**src/design/tfc_pkg.sv**
```systemverilog
package tfc_pkg;

   // result status codes
   localparam logic [2:0] ST_OK           = 3'd0;
   localparam logic [2:0] ST_BAD_FIRST    = 3'd1;
   localparam logic [2:0] ST_BAD_CK_LEN   = 3'd2;
   localparam logic [2:0] ST_BAD_REC_LEN  = 3'd3;
   localparam logic [2:0] ST_TOO_LONG     = 3'd4;
   localparam logic [2:0] ST_CK_MISMATCH  = 3'd5;

   // register indexes on the csr port (byte address = 4 * index)
   localparam int unsigned CSR_ADDR_W = 4;
   localparam logic [1:0] REG_END_TYPE      = 2'd0;
   localparam logic [1:0] REG_CHECKSUM_TYPE = 2'd1;
   localparam logic [1:0] REG_CHECKSUM_LEN  = 2'd2;
   localparam logic [1:0] REG_MAX_LEN       = 2'd3;

   // reset values of the registers
   localparam logic [7:0] END_TYPE_RST      = 8'd0;
   localparam logic [7:0] CHECKSUM_TYPE_RST = 8'd1;
   localparam logic [7:0] CHECKSUM_LEN_RST  = 8'd1;
   localparam logic [7:0] MAX_LEN_RST       = 8'd255;

   // bytes of a frame that are not record value: checksum type, length, end byte, ...
   localparam logic [8:0] REC_OVERHEAD = 9'd5;

   typedef struct packed {
      logic [7:0] end_type;
      logic [7:0] checksum_type;
      logic [7:0] checksum_len;
      logic [7:0] max_len;
   } cfg_type;

   typedef struct packed {
      logic [2:0] status;
      logic [7:0] frame_length;
      logic [7:0] computed_checksum;
      logic [7:0] received_checksum;
   } result_type;

endpackage

```
**src/design/tfc_parse.sv**
```systemverilog
module tfc_parse (
   input  logic                clock,
   input  logic                reset,
   input  logic                beat_accept,
   input  logic [7:0]          data_byte,
   input  logic                frame_start,
   input  tfc_pkg::cfg_type    cfg,
   output logic                result_valid,
   output tfc_pkg::result_type result
);
   import tfc_pkg::*;

   localparam logic [1:0] PH_IDLE  = 2'd0;
   localparam logic [1:0] PH_TYPE  = 2'd1;
   localparam logic [1:0] PH_LEN   = 2'd2;
   localparam logic [1:0] PH_VALUE = 2'd3;

   logic [1:0] phase_ff, phase_in;
   logic [7:0] left_ff, left_in;
   logic [7:0] xor_ff, xor_in;
   logic [7:0] ck_ff, ck_in;
   logic [8:0] total_ff, total_in;
   logic       first_rec_ff, first_rec_in;
   logic       first_val_ff, first_val_in;

   logic [1:0] ph;
   logic [8:0] tot_plus1;
   logic [8:0] tot_plus_len;
   logic [7:0] left_dec;
   logic       len_bad;
   logic       emit;
   logic [2:0] status;

   // next-state logic for one accepted byte
   always_comb begin
      phase_in     = phase_ff;
      left_in      = left_ff;
      xor_in       = xor_ff;
      ck_in        = ck_ff;
      total_in     = total_ff;
      first_rec_in = first_rec_ff;
      first_val_in = first_val_ff;
      emit         = 1'b0;
      status       = ST_OK;

      // a frame start wipes the frame state before the byte is looked at
      ph = frame_start ? PH_TYPE : phase_ff;
      if (frame_start) begin
         left_in      = '0;
         xor_in       = '0;
         ck_in        = '0;
         total_in     = '0;
         first_rec_in = 1'b1;
         first_val_in = 1'b1;
      end

      tot_plus1    = total_in + 9'd1;
      tot_plus_len = tot_plus1 + {1'b0, data_byte};
      len_bad      = (data_byte == 8'd0) ||
                     (({1'b0, data_byte} + REC_OVERHEAD) > {1'b0, cfg.max_len});
      left_dec     = (left_in != 8'd0) ? left_in - 8'd1 : 8'd0;

      if (beat_accept) begin
         unique case (ph)
            PH_IDLE: begin
               phase_in = PH_IDLE;
            end
            PH_TYPE: begin
               total_in = tot_plus1;
               phase_in = PH_LEN;
               if (first_rec_in) begin
                  if (data_byte != cfg.checksum_type) begin
                     emit   = 1'b1;
                     status = ST_BAD_FIRST;
                  end
               end else if (data_byte == cfg.end_type) begin
                  emit = 1'b1;
                  if (tot_plus1 > {1'b0, cfg.max_len}) begin
                     status = ST_TOO_LONG;
                  end else if (xor_in != ck_in) begin
                     status = ST_CK_MISMATCH;
                  end else begin
                     status = ST_OK;
                  end
               end else begin
                  xor_in = xor_in ^ data_byte;
               end
            end
            PH_LEN: begin
               if (first_rec_in && (data_byte != cfg.checksum_len)) begin
                  total_in = tot_plus1;
                  emit     = 1'b1;
                  status   = ST_BAD_CK_LEN;
               end else if (len_bad) begin
                  total_in = tot_plus1;
                  emit     = 1'b1;
                  status   = ST_BAD_REC_LEN;
               end else begin
                  total_in = tot_plus_len;
                  if (tot_plus_len > {1'b0, cfg.max_len}) begin
                     emit   = 1'b1;
                     status = ST_TOO_LONG;
                  end else begin
                     if (!first_rec_in) begin
                        xor_in = xor_in ^ data_byte;
                     end
                     left_in  = data_byte;
                     phase_in = PH_VALUE;
                  end
               end
            end
            PH_VALUE: begin
               // only the first checksum byte is kept, the rest are dropped
               if (first_rec_in) begin
                  if (first_val_in) begin
                     ck_in        = data_byte;
                     first_val_in = 1'b0;
                  end
               end else begin
                  xor_in = xor_in ^ data_byte;
               end
               left_in  = left_dec;
               phase_in = PH_VALUE;
               if (left_dec == 8'd0) begin
                  first_rec_in = 1'b0;
                  phase_in     = PH_TYPE;
               end
            end
         endcase
         if (emit) begin
            phase_in = PH_IDLE;
         end
      end else begin
         left_in      = left_ff;
         xor_in       = xor_ff;
         ck_in        = ck_ff;
         total_in     = total_ff;
         first_rec_in = first_rec_ff;
         first_val_in = first_val_ff;
      end
   end

   // frame state registers
   always_ff @(posedge clock) begin
      if (reset) begin
         phase_ff     <= PH_IDLE;
         left_ff      <= '0;
         xor_ff       <= '0;
         ck_ff        <= '0;
         total_ff     <= '0;
         first_rec_ff <= 1'b1;
         first_val_ff <= 1'b1;
      end else begin
         phase_ff     <= phase_in;
         left_ff      <= left_in;
         xor_ff       <= xor_in;
         ck_ff        <= ck_in;
         total_ff     <= total_in;
         first_rec_ff <= first_rec_in;
         first_val_ff <= first_val_in;
      end
   end

   // result of this beat, length saturated to 8 bits
   assign result_valid             = emit;
   assign result.status            = status;
   assign result.frame_length      = total_in[8] ? 8'hFF : total_in[7:0];
   assign result.computed_checksum = xor_in;
   assign result.received_checksum = ck_in;

endmodule

```
**config.mk**
```make
export PLATFORM = sky130hd
export DESIGN_NAME = tfc_parse
export DESIGN_NICKNAME = d
export VERILOG_FILES = /design/src/design/tfc_pkg.sv /design/src/design/tfc_parse.sv
export SDC_FILE = /design/constraint.sdc
export NUM_CORES = 1
export LEC_CHECK = 0
export ABC_AREA = 1
export BUFFER_PORTS_ARGS = -buffer_cell sky130_fd_sc_hd__buf_2
export CAP_MARGIN = 5
export CORE_UTILIZATION = 30
export CTS_BUF_LIST = sky130_fd_sc_hd__clkbuf_8 sky130_fd_sc_hd__clkbuf_16
export DETAILED_ROUTE_END_ITERATION = 6
export PLACE_DENSITY = 0.54
export SLEW_MARGIN = 15
export SYNTH_ARGS = -nofsm -noshare
export SYNTH_HDL_FRONTEND = slang
export SYNTH_SLANG_ARGS = --single-unit
export TNS_END_PERCENT = 30
```
**constraint.sdc**
```tcl
create_clock -name clock -period 4.92 [get_ports clock]
set_input_delay 0.984 -clock clock [delete_from_list [all_inputs] [get_ports clock]]
set_output_delay 0.984 -clock clock [all_outputs]
set_load 0.02 [all_outputs]
```
==> results of run 1 <==
kinds of logic after synthesis:
logic type      count (synthesis)  share of synthesized area [%]
simple gates                  439                          38.29
compound gates                165                          17.74
buf+inv                       154                          12.30
fa+ha+maj                      42                          10.40
xor+xnor                       40                          6.832
flops                          37                          14.45
final cells by class:
type                    instances  area, um2  area share [%]
clock inverters                 3      17.52          0.2522
multi-input cells             687       4153           59.78
flip-flops and latches         37      740.7           10.66
clock buffers                   5      125.1           1.801
inverters                     115      441.7           6.358
well taps                     220      275.3           3.963
repair buffers                171       1194           17.18
power by group:
part | leakage (nW) | switching [mW] | internal (mW)
registers | 0.303 | 0.0169 | 0.320
clock network | 0.0696 | 0.138 | 0.186
logic | 3.12 | 0.445 | 0.312
total | 3.50 | 0.600 | 0.818
flip-flops by register name, summed over array words and instances, names as in the netlist:
| name | count |
|---|---|
| ck_ff | 8 |
| first_rec_ff | 1 |
| first_val_ff | 1 |
| left_ff | 8 |
| phase_ff | 2 |
| total_ff | 9 |
| xor_ff | 8 |
cells in the mapped netlist (3+ instances only):
library cell	number
a211oi_1	3
a21o_1	3
a21oi_1	73
a21oi_2	3
and2_1	6
buf_2	16
buf_6	3
clkbuf_1	16
dfxtp_1	37
ha_1	41
inv_1	111
nand2_1	226
nand2_2	6
nand3_1	68
nand3_2	4
nand3b_1	4
nand4_1	26
nor2_1	80
nor2_2	3
nor3_1	7
o21ai_0	62
o22ai_1	7
o32ai_1	4
xnor2_1	16
xor2_1	24
repair_timing:
item | 4_1_cts | 5_1_grt
hold buffers | 0 | 0
setup endpoints to repair | 10 | 19
pin swaps | 30 | 31
resized for setup | 62 | 50
cloned | 1 | 0
setup buffers | 18 | 6
critical path, delay by kind of cell:
kind | cells | cell delay [ns]
fa+ha+maj | 2 | 0.60
compound gates | 3 | 0.45
simple gates | 13 | 1.19
xor+xnor | 1 | 0.17
buf+inv | 7 | 0.74
worst max-delay path by stage:
stage,end,slack [ns],depth (start not counted)
floorplan,result[14],0.004,25
global placement,result[10],-0.43,30
detailed placement,result[14],-0.47,30
CTS,result[8],-0.23,26
global route,result[14],-0.43,26
finish,result[8],-0.21,26
metrics by stage:
| stage | hold WS, ns | utilization [%] | setup TNS [ns] | std cells | power (mW) |
|---|---|---|---|---|---|
| floorplan | 0.4287 | - | 0 | 877 | 0.7617 |
| global placement | 0.4518 | 37.28 | -3.811 | 1205 | 0.9866 |
| detailed placement | 0.4622 | 37.28 | -4.132 | 1205 | 0.9877 |
| CTS | 0.4771 | 40.39 | -2.007 | 1232 | 1.382 |
| global route | 0.5141 | 41.74 | -4.571 | 1238 | 1.512 |
| finish | 0.4766 | 41.74 | -1.721 | 1238 | 1.418 |
routing by layer:
layer / vias up / routed length [um] / global-route usage [%]
met5: - / 0 / 0
met4: 0 / 433 / 7.024
met3: 30 / 679 / 2.567
met2: 160 / 8681 / 35.03
met1: 2826 / 8445 / 26.58
li1: 3148 / - / -
==> flow_summary_export.csv, run 1 <==
group,metric,value,unit
yosys,synth_cell_type_count,45,
run,maxCapViolCount,0,
sta,finalCritPeriodShare,104.2,%
worst_setup_path,crit_start,"frame_start",
yosys,synth_edf_count,0,
yosys,synth_cells,877,
sta,clock_skew,0.009688,ns
worst_setup_path,critical_path_class,"in -> out",
worst_setup_path,worst_setup_path_end_kind,"primary output",
detailed_routing,vias,6164,
detailed_routing,initialDrtViolationCount,402,
detailed_routing,wl,18.24,mm
worst_setup_path,path_common_cell,"nand2_2",
placement,gp_congestion,0.8800,
detailed_routing,wl_per_cell,14.73,um
worst_setup_path,crit_fanout,8,
detailed_routing,drt-pass1-iter-count,6,
worst_setup_path,reg2reg_from,"total_ff[0]",
yosys,synth-async-reset-ratio,0,%
floorplanning,pin_count,72,
run_status,violations,"setup timing",
finish,mostFrequentLayoutCells,"nand2_1 (201), buf_4 (100), inv_1 (98)",
floorplanning,start_util,30.81,%
yosys,synth_seq_area_share,14.45,%
floorplanning,core-area,16640,um2
finish,synthToLayoutAreaGrowth,35.48,%
worst_setup_path,worst-r2r-setup-slack,1.21,ns
sta,tightest_slew,0.6952,ns
yosys,synth.area.top_cells,"nand2_1 (17%), dfxtp_1 (14%), ha_1 (10%)",
clocking,numCtsBuffers,5,
clocking,cts_sinks,37,
placement,pre_cts_slack,-0.4682,ns
sta,drv_slew,0,
hold_path,hold-path-endpoint,"first_val_ff",
clocking,htreeDepth,2,
worst_setup_path,r2r-end,"left_ff[4]",
global_routing,antenna_found_initial,0,
sta,finalWorstSetupSlack,-0.2068,ns
placement,placed_area,6203,um2
finish,drive_gt1_share,28.98,%
floorplanning,row_count,47,
worst_setup_path,reg2reg_depth,26,
floorplanning,dieHeight,132.7,um
clocking,clkLatencyLatePin,0.29,ns
detailed_routing,drc_errors,0,
sta,fin_crit,5.127,ns
run_status,outcome,"finished with violations",
finish,final_nets,1103,
global_routing,grt_pass1_vias,5668,
hold_path,min_path_cells,2,
finish,final_area,6947,um2
finish,antenna_cells,0,
clocking,cts_tree,"built",
global_routing,overflow,0,
yosys,yosysTopAreaCellShare,16.54,%
global_routing,grt.total_usage,20.54,%
worst_setup_path,worstSetupStartpointType,"input port",
detailed_routing,routed_via_density,4.979,
worst_setup_path,slowest_stage,"fa_2",
yosys,yosysWarnings,0,
sta,slew_headroom,53.66,%
yosys,syn_nets,963,
yosys,synth_flop_cell,"dfxtp_1",
sta,hold_violations,0,
yosys,ys_ff_latch,37,
sta,rsz0062_at_grt,"yes",
yosys,netlist_area,5127,um2
hold_path,min-delay-path-class,"reg -> reg",
power_and_ir_drop,ir_worst_vdd,0.0001457,V
global_routing,grt_pass1_wl,28.84,mm
worst_setup_path,cp.arrival,4.14,ns
clocking,clk_pin_slew,0.06,ns
finish,final_common_cell,"nand2_1",
floorplanning,die_w,132.7,um
global_routing,grt_max_degree,40,
yosys,yosysTopAreaCell,"nand2_1",
worst_setup_path,crit_required,3.94,ns
yosys,synth.avg_cell_area,5.847,um2
sta,setup_viol,10,
power_and_ir_drop,power_density,204.1,nW/um2
finish,fillCellCount,1767,
detailed_routing,ant_nets,0,
worst_setup_path,crit_path_max_incr_delay,0.38,ns
placement,port_buffers,71,
floorplanning,dieArea,17620,um2
clocking,clockBufferDepth,2,
sta,fmax,0.1951,GHz
power_and_ir_drop,p_leak,3.497,nW
clocking,clockRootBuffer,"clkbuf_16",
hold_path,worstHoldStart,"first_val_ff",
placement,dp_hpwl,13.86,mm
Power figures use the tool's default switching activity.
==> run 2, diff against run 1 <==
--- a/config.mk
+++ b/config.mk
@@ -12,6 +12,7 @@
 export CTS_BUF_LIST = sky130_fd_sc_hd__clkbuf_8 sky130_fd_sc_hd__clkbuf_16
 export DETAILED_ROUTE_END_ITERATION = 6
 export PLACE_DENSITY = 0.54
+export SETUP_SLACK_MARGIN = 0.2
 export SLEW_MARGIN = 15
 export SYNTH_ARGS = -nofsm -noshare
 export SYNTH_HDL_FRONTEND = slang
==> run 2 against run 1 <==
The run still ends with setup timing left. Combinational power down 0.9%. Setup slack got worse by 0.050 ns. Critical path depth is 6 higher. Critical path type unchanged. Critical endpoint is now result[11]. Highest routed layer unchanged.
==> flow_summary_export.csv, run 2 (synthesized netlist as in run 1, its figures left out) <==
group,metric,value,unit
sta,holdWs,0.4634,ns
run_status,outcome,"finished with violations",
detailed_routing,initialDrtViolationCount,403,
worst_setup_path,reg2reg_depth,27,
finish,multi_input_area,4075,um2
global_routing,grt_pass1_wl,29.55,mm
detailed_routing,highest_layer,"met4",
detailed_routing,routed_via_density,4.900,
detailed_routing,drc_errors,0,
sta,fmax,0.1932,GHz
power_and_ir_drop,p_leak,3.488,nW
power_and_ir_drop,total_power,1.412,mW
placement,dp_hpwl,14.22,mm
detailed_routing,drt-pass1-iter-count,5,
detailed_routing,vias,6066,
clocking,htreeDepth,2,
hold_path,worstHoldStart,"first_rec_ff",
finish,mostFrequentLayoutCells,"nand2_1 (203), inv_1 (101), buf_4 (98)",
worst_setup_path,crit_required,3.94,ns
placement,placed_area,6295,um2
finish,final_common_cell,"nand2_1",
clocking,clkLatencyLatePin,0.29,ns
floorplanning,start_util,30.81,%
detailed_routing,wl,18.43,mm
finish,antenna_cells,0,
floorplanning,pin_count,72,
worst_setup_path,crit_fanout,6,
clocking,numCtsBuffers,5,
worst_setup_path,worstSetupStartpointType,"input port",
clocking,cts_tree,"built",
worst_setup_path,crit_path_max_incr_delay,0.28,ns
floorplanning,die_w,132.7,um
sta,finalCritPeriodShare,105.2,%
sta,drv_slew,0,
placement,placed_cells,1209,
global_routing,grt_pass1_vias,5712,
floorplanning,dieHeight,132.7,um
finish,fillCellCount,1812,
finish,synthToLayoutAreaGrowth,34.28,%
worst_setup_path,critical_path_class,"in -> out",
detailed_routing,wl_met1,8.564,mm
clocking,clockBufferDepth,2,
detailed_routing,ant_nets,0,
run_status,violations,"setup timing",
run,maxCapViolCount,0,
worst_setup_path,cp.arrival,4.19,ns
finish,final_cells,1238,
sta,finalSetupTns,-1.985,ns
worst_setup_path,slowest_stage,"ha_4",
finish,seq_area,740.7,um2
global_routing,antenna_found_initial,0,
finish,final_area,6885,um2
floorplanning,row_count,47,
global_routing,grt.total_usage,20.99,%
sta,fin_crit,5.177,ns
worst_setup_path,path_common_cell,"nand2_1",
sta,hold_violations,0,
power_and_ir_drop,ir_worst_vdd,0.0001458,V
detailed_routing,met3_length,642,um
placement,gp_congestion,0.8858,
hold_path,hold-path-endpoint,"first_rec_ff",
finish,largest_register_ffs,9,
clocking,cts_sinks,37,
floorplanning,core-area,16640,um2
clocking,clockRootBuffer,"clkbuf_16",
sta,setup_viol,15,
worst_setup_path,worst-r2r-setup-slack,1.25,ns
placement,port_buffers,71,
clocking,clk_pin_slew,0.06,ns
power_and_ir_drop,power_density,205.0,nW/um2
detailed_routing,met2_length,8.889,mm
floorplanning,dieArea,17620,um2
worst_setup_path,reg2reg_from,"total_ff[0]",
sta,tightest_slew,0.7232,ns
worst_setup_path,r2r-end,"phase_ff[1]",
sta,rsz0062_at_grt,"yes",
hold_path,min-delay-path-class,"reg -> reg",
sta,finalWorstSetupSlack,-0.2569,ns
worst_setup_path,worst_setup_path_end_kind,"primary output",
sta,clock_skew,0.006310,ns
finish,top_register,"total_ff",
finish,final_nets,1103,
clocking,hold_buffers,0,
global_routing,overflow,0,
global_routing,grt_max_degree,40,
sta,slew_headroom,51.72,%
hold_path,min_path_cells,2,
finish,drive_gt1_share,27.21,%
detailed_routing,wl_per_cell,14.89,um
==> run 2: metal layers <==
layer / vias up / global-route usage [%]
met3: 26 / 2.414
met1: 2764 / 26.92
met2: 126 / 37.08
li1: 3150 / -
met5: - / 0
met4: 0 / 5.364
==> run 2: through the flow <==
| step | setup WS, ns | util [%] |
|---|---|---|
| 3_3_place_gp | -0.3262 | 37.82 |
| 2_1_floorplan | 0.08051 | - |
| 6_report | -0.2569 | 41.37 |
| 3_5_place_dp | -0.3856 | 37.82 |
| 5_1_grt | -0.5165 | 41.37 |
| 4_1_cts | -0.2159 | 40.23 |
==> run 2: timing repair <==
item	4_1_cts	5_1_grt
cloned	1	0
resized for setup	43	38
setup endpoints to repair	19	22
pin swaps	33	29
setup buffers	14	6
==> run 2: how the worst max path moves through the flow <==
stage,end,slack (ns),start
after floorplan,result[14],0.08,frame_start
after global placement,result[14],-0.33,frame_start
after detailed placement,result[14],-0.39,frame_start
after CTS,result[12],-0.22,frame_start
after global routing,result[11],-0.52,frame_start
final,result[11],-0.26,frame_start
==> run 2: area by class of cell <==
type / count / share of cell area [%]
Clock buffer: 5 / 1.817
Clock inverter: 3 / 0.2544
Inverter: 115 / 6.469
Multi-Input combinational cell: 687 / 59.19
Sequential cell: 37 / 10.76
Tap cell: 220 / 3.998
Timing Repair Buffer: 171 / 17.52
==> run 2: critical path, delay by kind of cell <==
kind	cells	cell delay (ns)
buffers and inverters	8	0.62
AOI/OAI and AO/OA	3	0.30
and+or+nand+nor	19	1.75
adders and majority gates	2	0.54
==> run 2: power breakdown <==
group	internal, mW	switching [mW]	total (mW)
clock	0.186	0.139	0.325
combinational	0.310	0.440	0.750
sequential	0.320	0.0168	0.336
==> run 3, diff against run 2 <==
--- a/config.mk
+++ b/config.mk
@@ -12,7 +12,7 @@
 export CTS_BUF_LIST = sky130_fd_sc_hd__clkbuf_8 sky130_fd_sc_hd__clkbuf_16
 export DETAILED_ROUTE_END_ITERATION = 6
 export PLACE_DENSITY = 0.54
-export SETUP_SLACK_MARGIN = 0.2
+export SETUP_SLACK_MARGIN = 0.4
 export SLEW_MARGIN = 15
 export SYNTH_ARGS = -nofsm -noshare
 export SYNTH_HDL_FRONTEND = slang
==> run 3 against run 2 <==
The run still ends with setup timing left. Critical path depth down 3. Register-to-register slack worse by 0.06 ns. Final cell count down 0.24%. Cell area up 2.5%. Largest cell class unchanged. Highest routed layer unchanged.
==> flow_summary_export.csv, run 3 (synthesized netlist as in run 1, its figures left out) <==
group,metric,value,unit
placement,port_buffers,71,
placement,placed_cells,1209,
worst_setup_path,crit_path_max_incr_delay,0.26,ns
power_and_ir_drop,p_leak,3.528,nW
hold_path,min-delay-path-class,"reg -> reg",
detailed_routing,wl,18.42,mm
floorplanning,start_util,30.81,%
power_and_ir_drop,ir_worst_vdd,0.0001327,V
power_and_ir_drop,p_comb_share,50.5,%
finish,final_cells,1235,
detailed_routing,routed_via_density,4.917,
floorplanning,dieArea,17620,um2
worst_setup_path,slowest_stage,"ha_4",
detailed_routing,ant_nets,0,
clocking,cts_tree,"built",
finish,synthToLayoutAreaGrowth,37.68,%
global_routing,grt_max_degree,38,
worst_setup_path,crit_required,3.94,ns
finish,final_util,42.42,%
clocking,clockBufferDepth,2,
power_and_ir_drop,intPower,0.9420,mW
floorplanning,core-area,16640,um2
worst_setup_path,critical_path_class,"in -> out",
finish,largest_register_ffs,9,
clocking,clockRootBuffer,"clkbuf_16",
global_routing,grt_pass1_vias,5694,
clocking,htreeDepth,2,
placement,gp_congestion,0.8767,
sta,fmax,0.1936,GHz
sta,slew_headroom,51.81,%
clocking,hold_buffers,0,
finish,antenna_cells,0,
run,maxCapViolCount,0,
sta,hold_violations,0,
floorplanning,die_w,132.7,um
run_status,violations,"setup timing",
floorplanning,pin_count,72,
power_and_ir_drop,p_seq_share,21.6,%
sta,clock_skew,0.007479,ns
global_routing,grt_pass1_wl,29.57,mm
sta,finalSetupTns,-1.922,ns
clocking,cts_sinks,37,
clocking,numCtsBuffers,5,
sta,fin_crit,5.164,ns
finish,final_nets,1100,
worst_setup_path,worstSetupStartpointType,"input port",
detailed_routing,drt-pass1-iter-count,5,
clocking,clkLatencyLatePin,0.30,ns
power_and_ir_drop,power.share.clock,27.9,%
finish,top_register,"total_ff",
sta,finalWorstSetupSlack,-0.2440,ns
global_routing,grt.total_usage,21.07,%
finish,final_common_cell,"nand2_1",
power_and_ir_drop,total_power,1.554,mW
finish,drive_gt1_share,28.67,%
global_routing,antenna_found_initial,0,
detailed_routing,vias,6072,
power_and_ir_drop,p_sw,0.6115,mW
floorplanning,dieHeight,132.7,um
global_routing,overflow,0,
placement,dp_hpwl,14.11,mm
sta,setup_viol,9,
power_and_ir_drop,power_density,220.1,nW/um2
finish,mostFrequentLayoutCells,"nand2_1 (200), inv_1 (99), buf_4 (95)",
floorplanning,row_count,47,
clocking,clk_pin_slew,0.07,ns
run_status,outcome,"finished with violations",
sta,finalCritPeriodShare,105.0,%
detailed_routing,drc_errors,0,
worst_setup_path,worst_setup_path_end_kind,"primary output",
worst_setup_path,cp.arrival,4.18,ns
worst_setup_path,crit_fanout,6,
sta,rsz0062_at_grt,"yes",
sta,drv_slew,0,
detailed_routing,wl_per_cell,14.91,um
sta,tightest_slew,0.7218,ns
detailed_routing,initialDrtViolationCount,400,
power_and_ir_drop,p_sw_share,39.36,%
==> run 3: routing by layer <==
layer  vias to the layer above  GRT usage, %  wire length [um]
li1                       3132             -                 -
met1                      2776         27.55              8484
met2                       146         36.55              8946
met3                        18         2.720               679
met4                         0         4.853               305
met5                         -             0                 0
==> run 3: final timing paths <==
check,from,to,slack (ns),depth (start not counted)
worst max-delay path,frame_start,result[11],-0.24,29
worst min-delay path,first_rec_ff,first_rec_ff,0.47,2
worst max register to register,total_ff[0],left_ff[1],1.19,27
worst min register to register,first_rec_ff,first_rec_ff,0.47,2
==> run 3: worst max-delay path, delay by kind of cell <==
| kind | cells | cell delay, ns |
|---|---|---|
| AO/OA/AOI/OAI | 2 | 0.23 |
| XOR/XNOR | 1 | 0.19 |
| AND/OR/NAND/NOR | 15 | 1.38 |
| buffers and inverters | 9 | 0.86 |
| adder cells (fa/ha/maj) | 2 | 0.51 |
==> run 3: per-stage QoR <==
step | cell area [um2] | hold WS (ns) | setup slack (ns)
finish | 7059 | 0.4654 | -0.2440
global route | 7059 | 0.4853 | -0.4706
CTS | 6795 | 0.4664 | -0.2463
detailed placement | 6295 | 0.4514 | -0.3818
global placement | 6295 | 0.4441 | -0.3273
floorplan | 5268 | 0.4287 | 0.08051
==> run 3: cell type report <==
class | count | area, um2
Sequential cell | 37 | 740.7
Fill cell | 1753 | 9583
Tap cell | 220 | 275.3
Timing Repair Buffer | 168 | 1224
Clock buffer | 5 | 125.1
Multi-Input combinational cell | 687 | 4177
Inverter | 115 | 452.9
Clock inverter | 3 | 65.06
==> run 3: power groups by stage <==
stage	clock (mW)	sequential (mW)	combinational, mW
2_1_floorplan	0	0.337	0.432
3_3_place_gp	0	0.342	0.661
3_5_place_dp	0	0.342	0.663
4_1_cts	0.440	0.335	0.748
5_1_grt	0.452	0.339	0.864
6_report	0.433	0.336	0.785
==> run 3: repair_timing <==
action	CTS	global route
gates cloned	1	0
endpoints found under the setup margin	20	28
gates resized for setup	67	52
buffers inserted	9	8
pin swaps	38	45
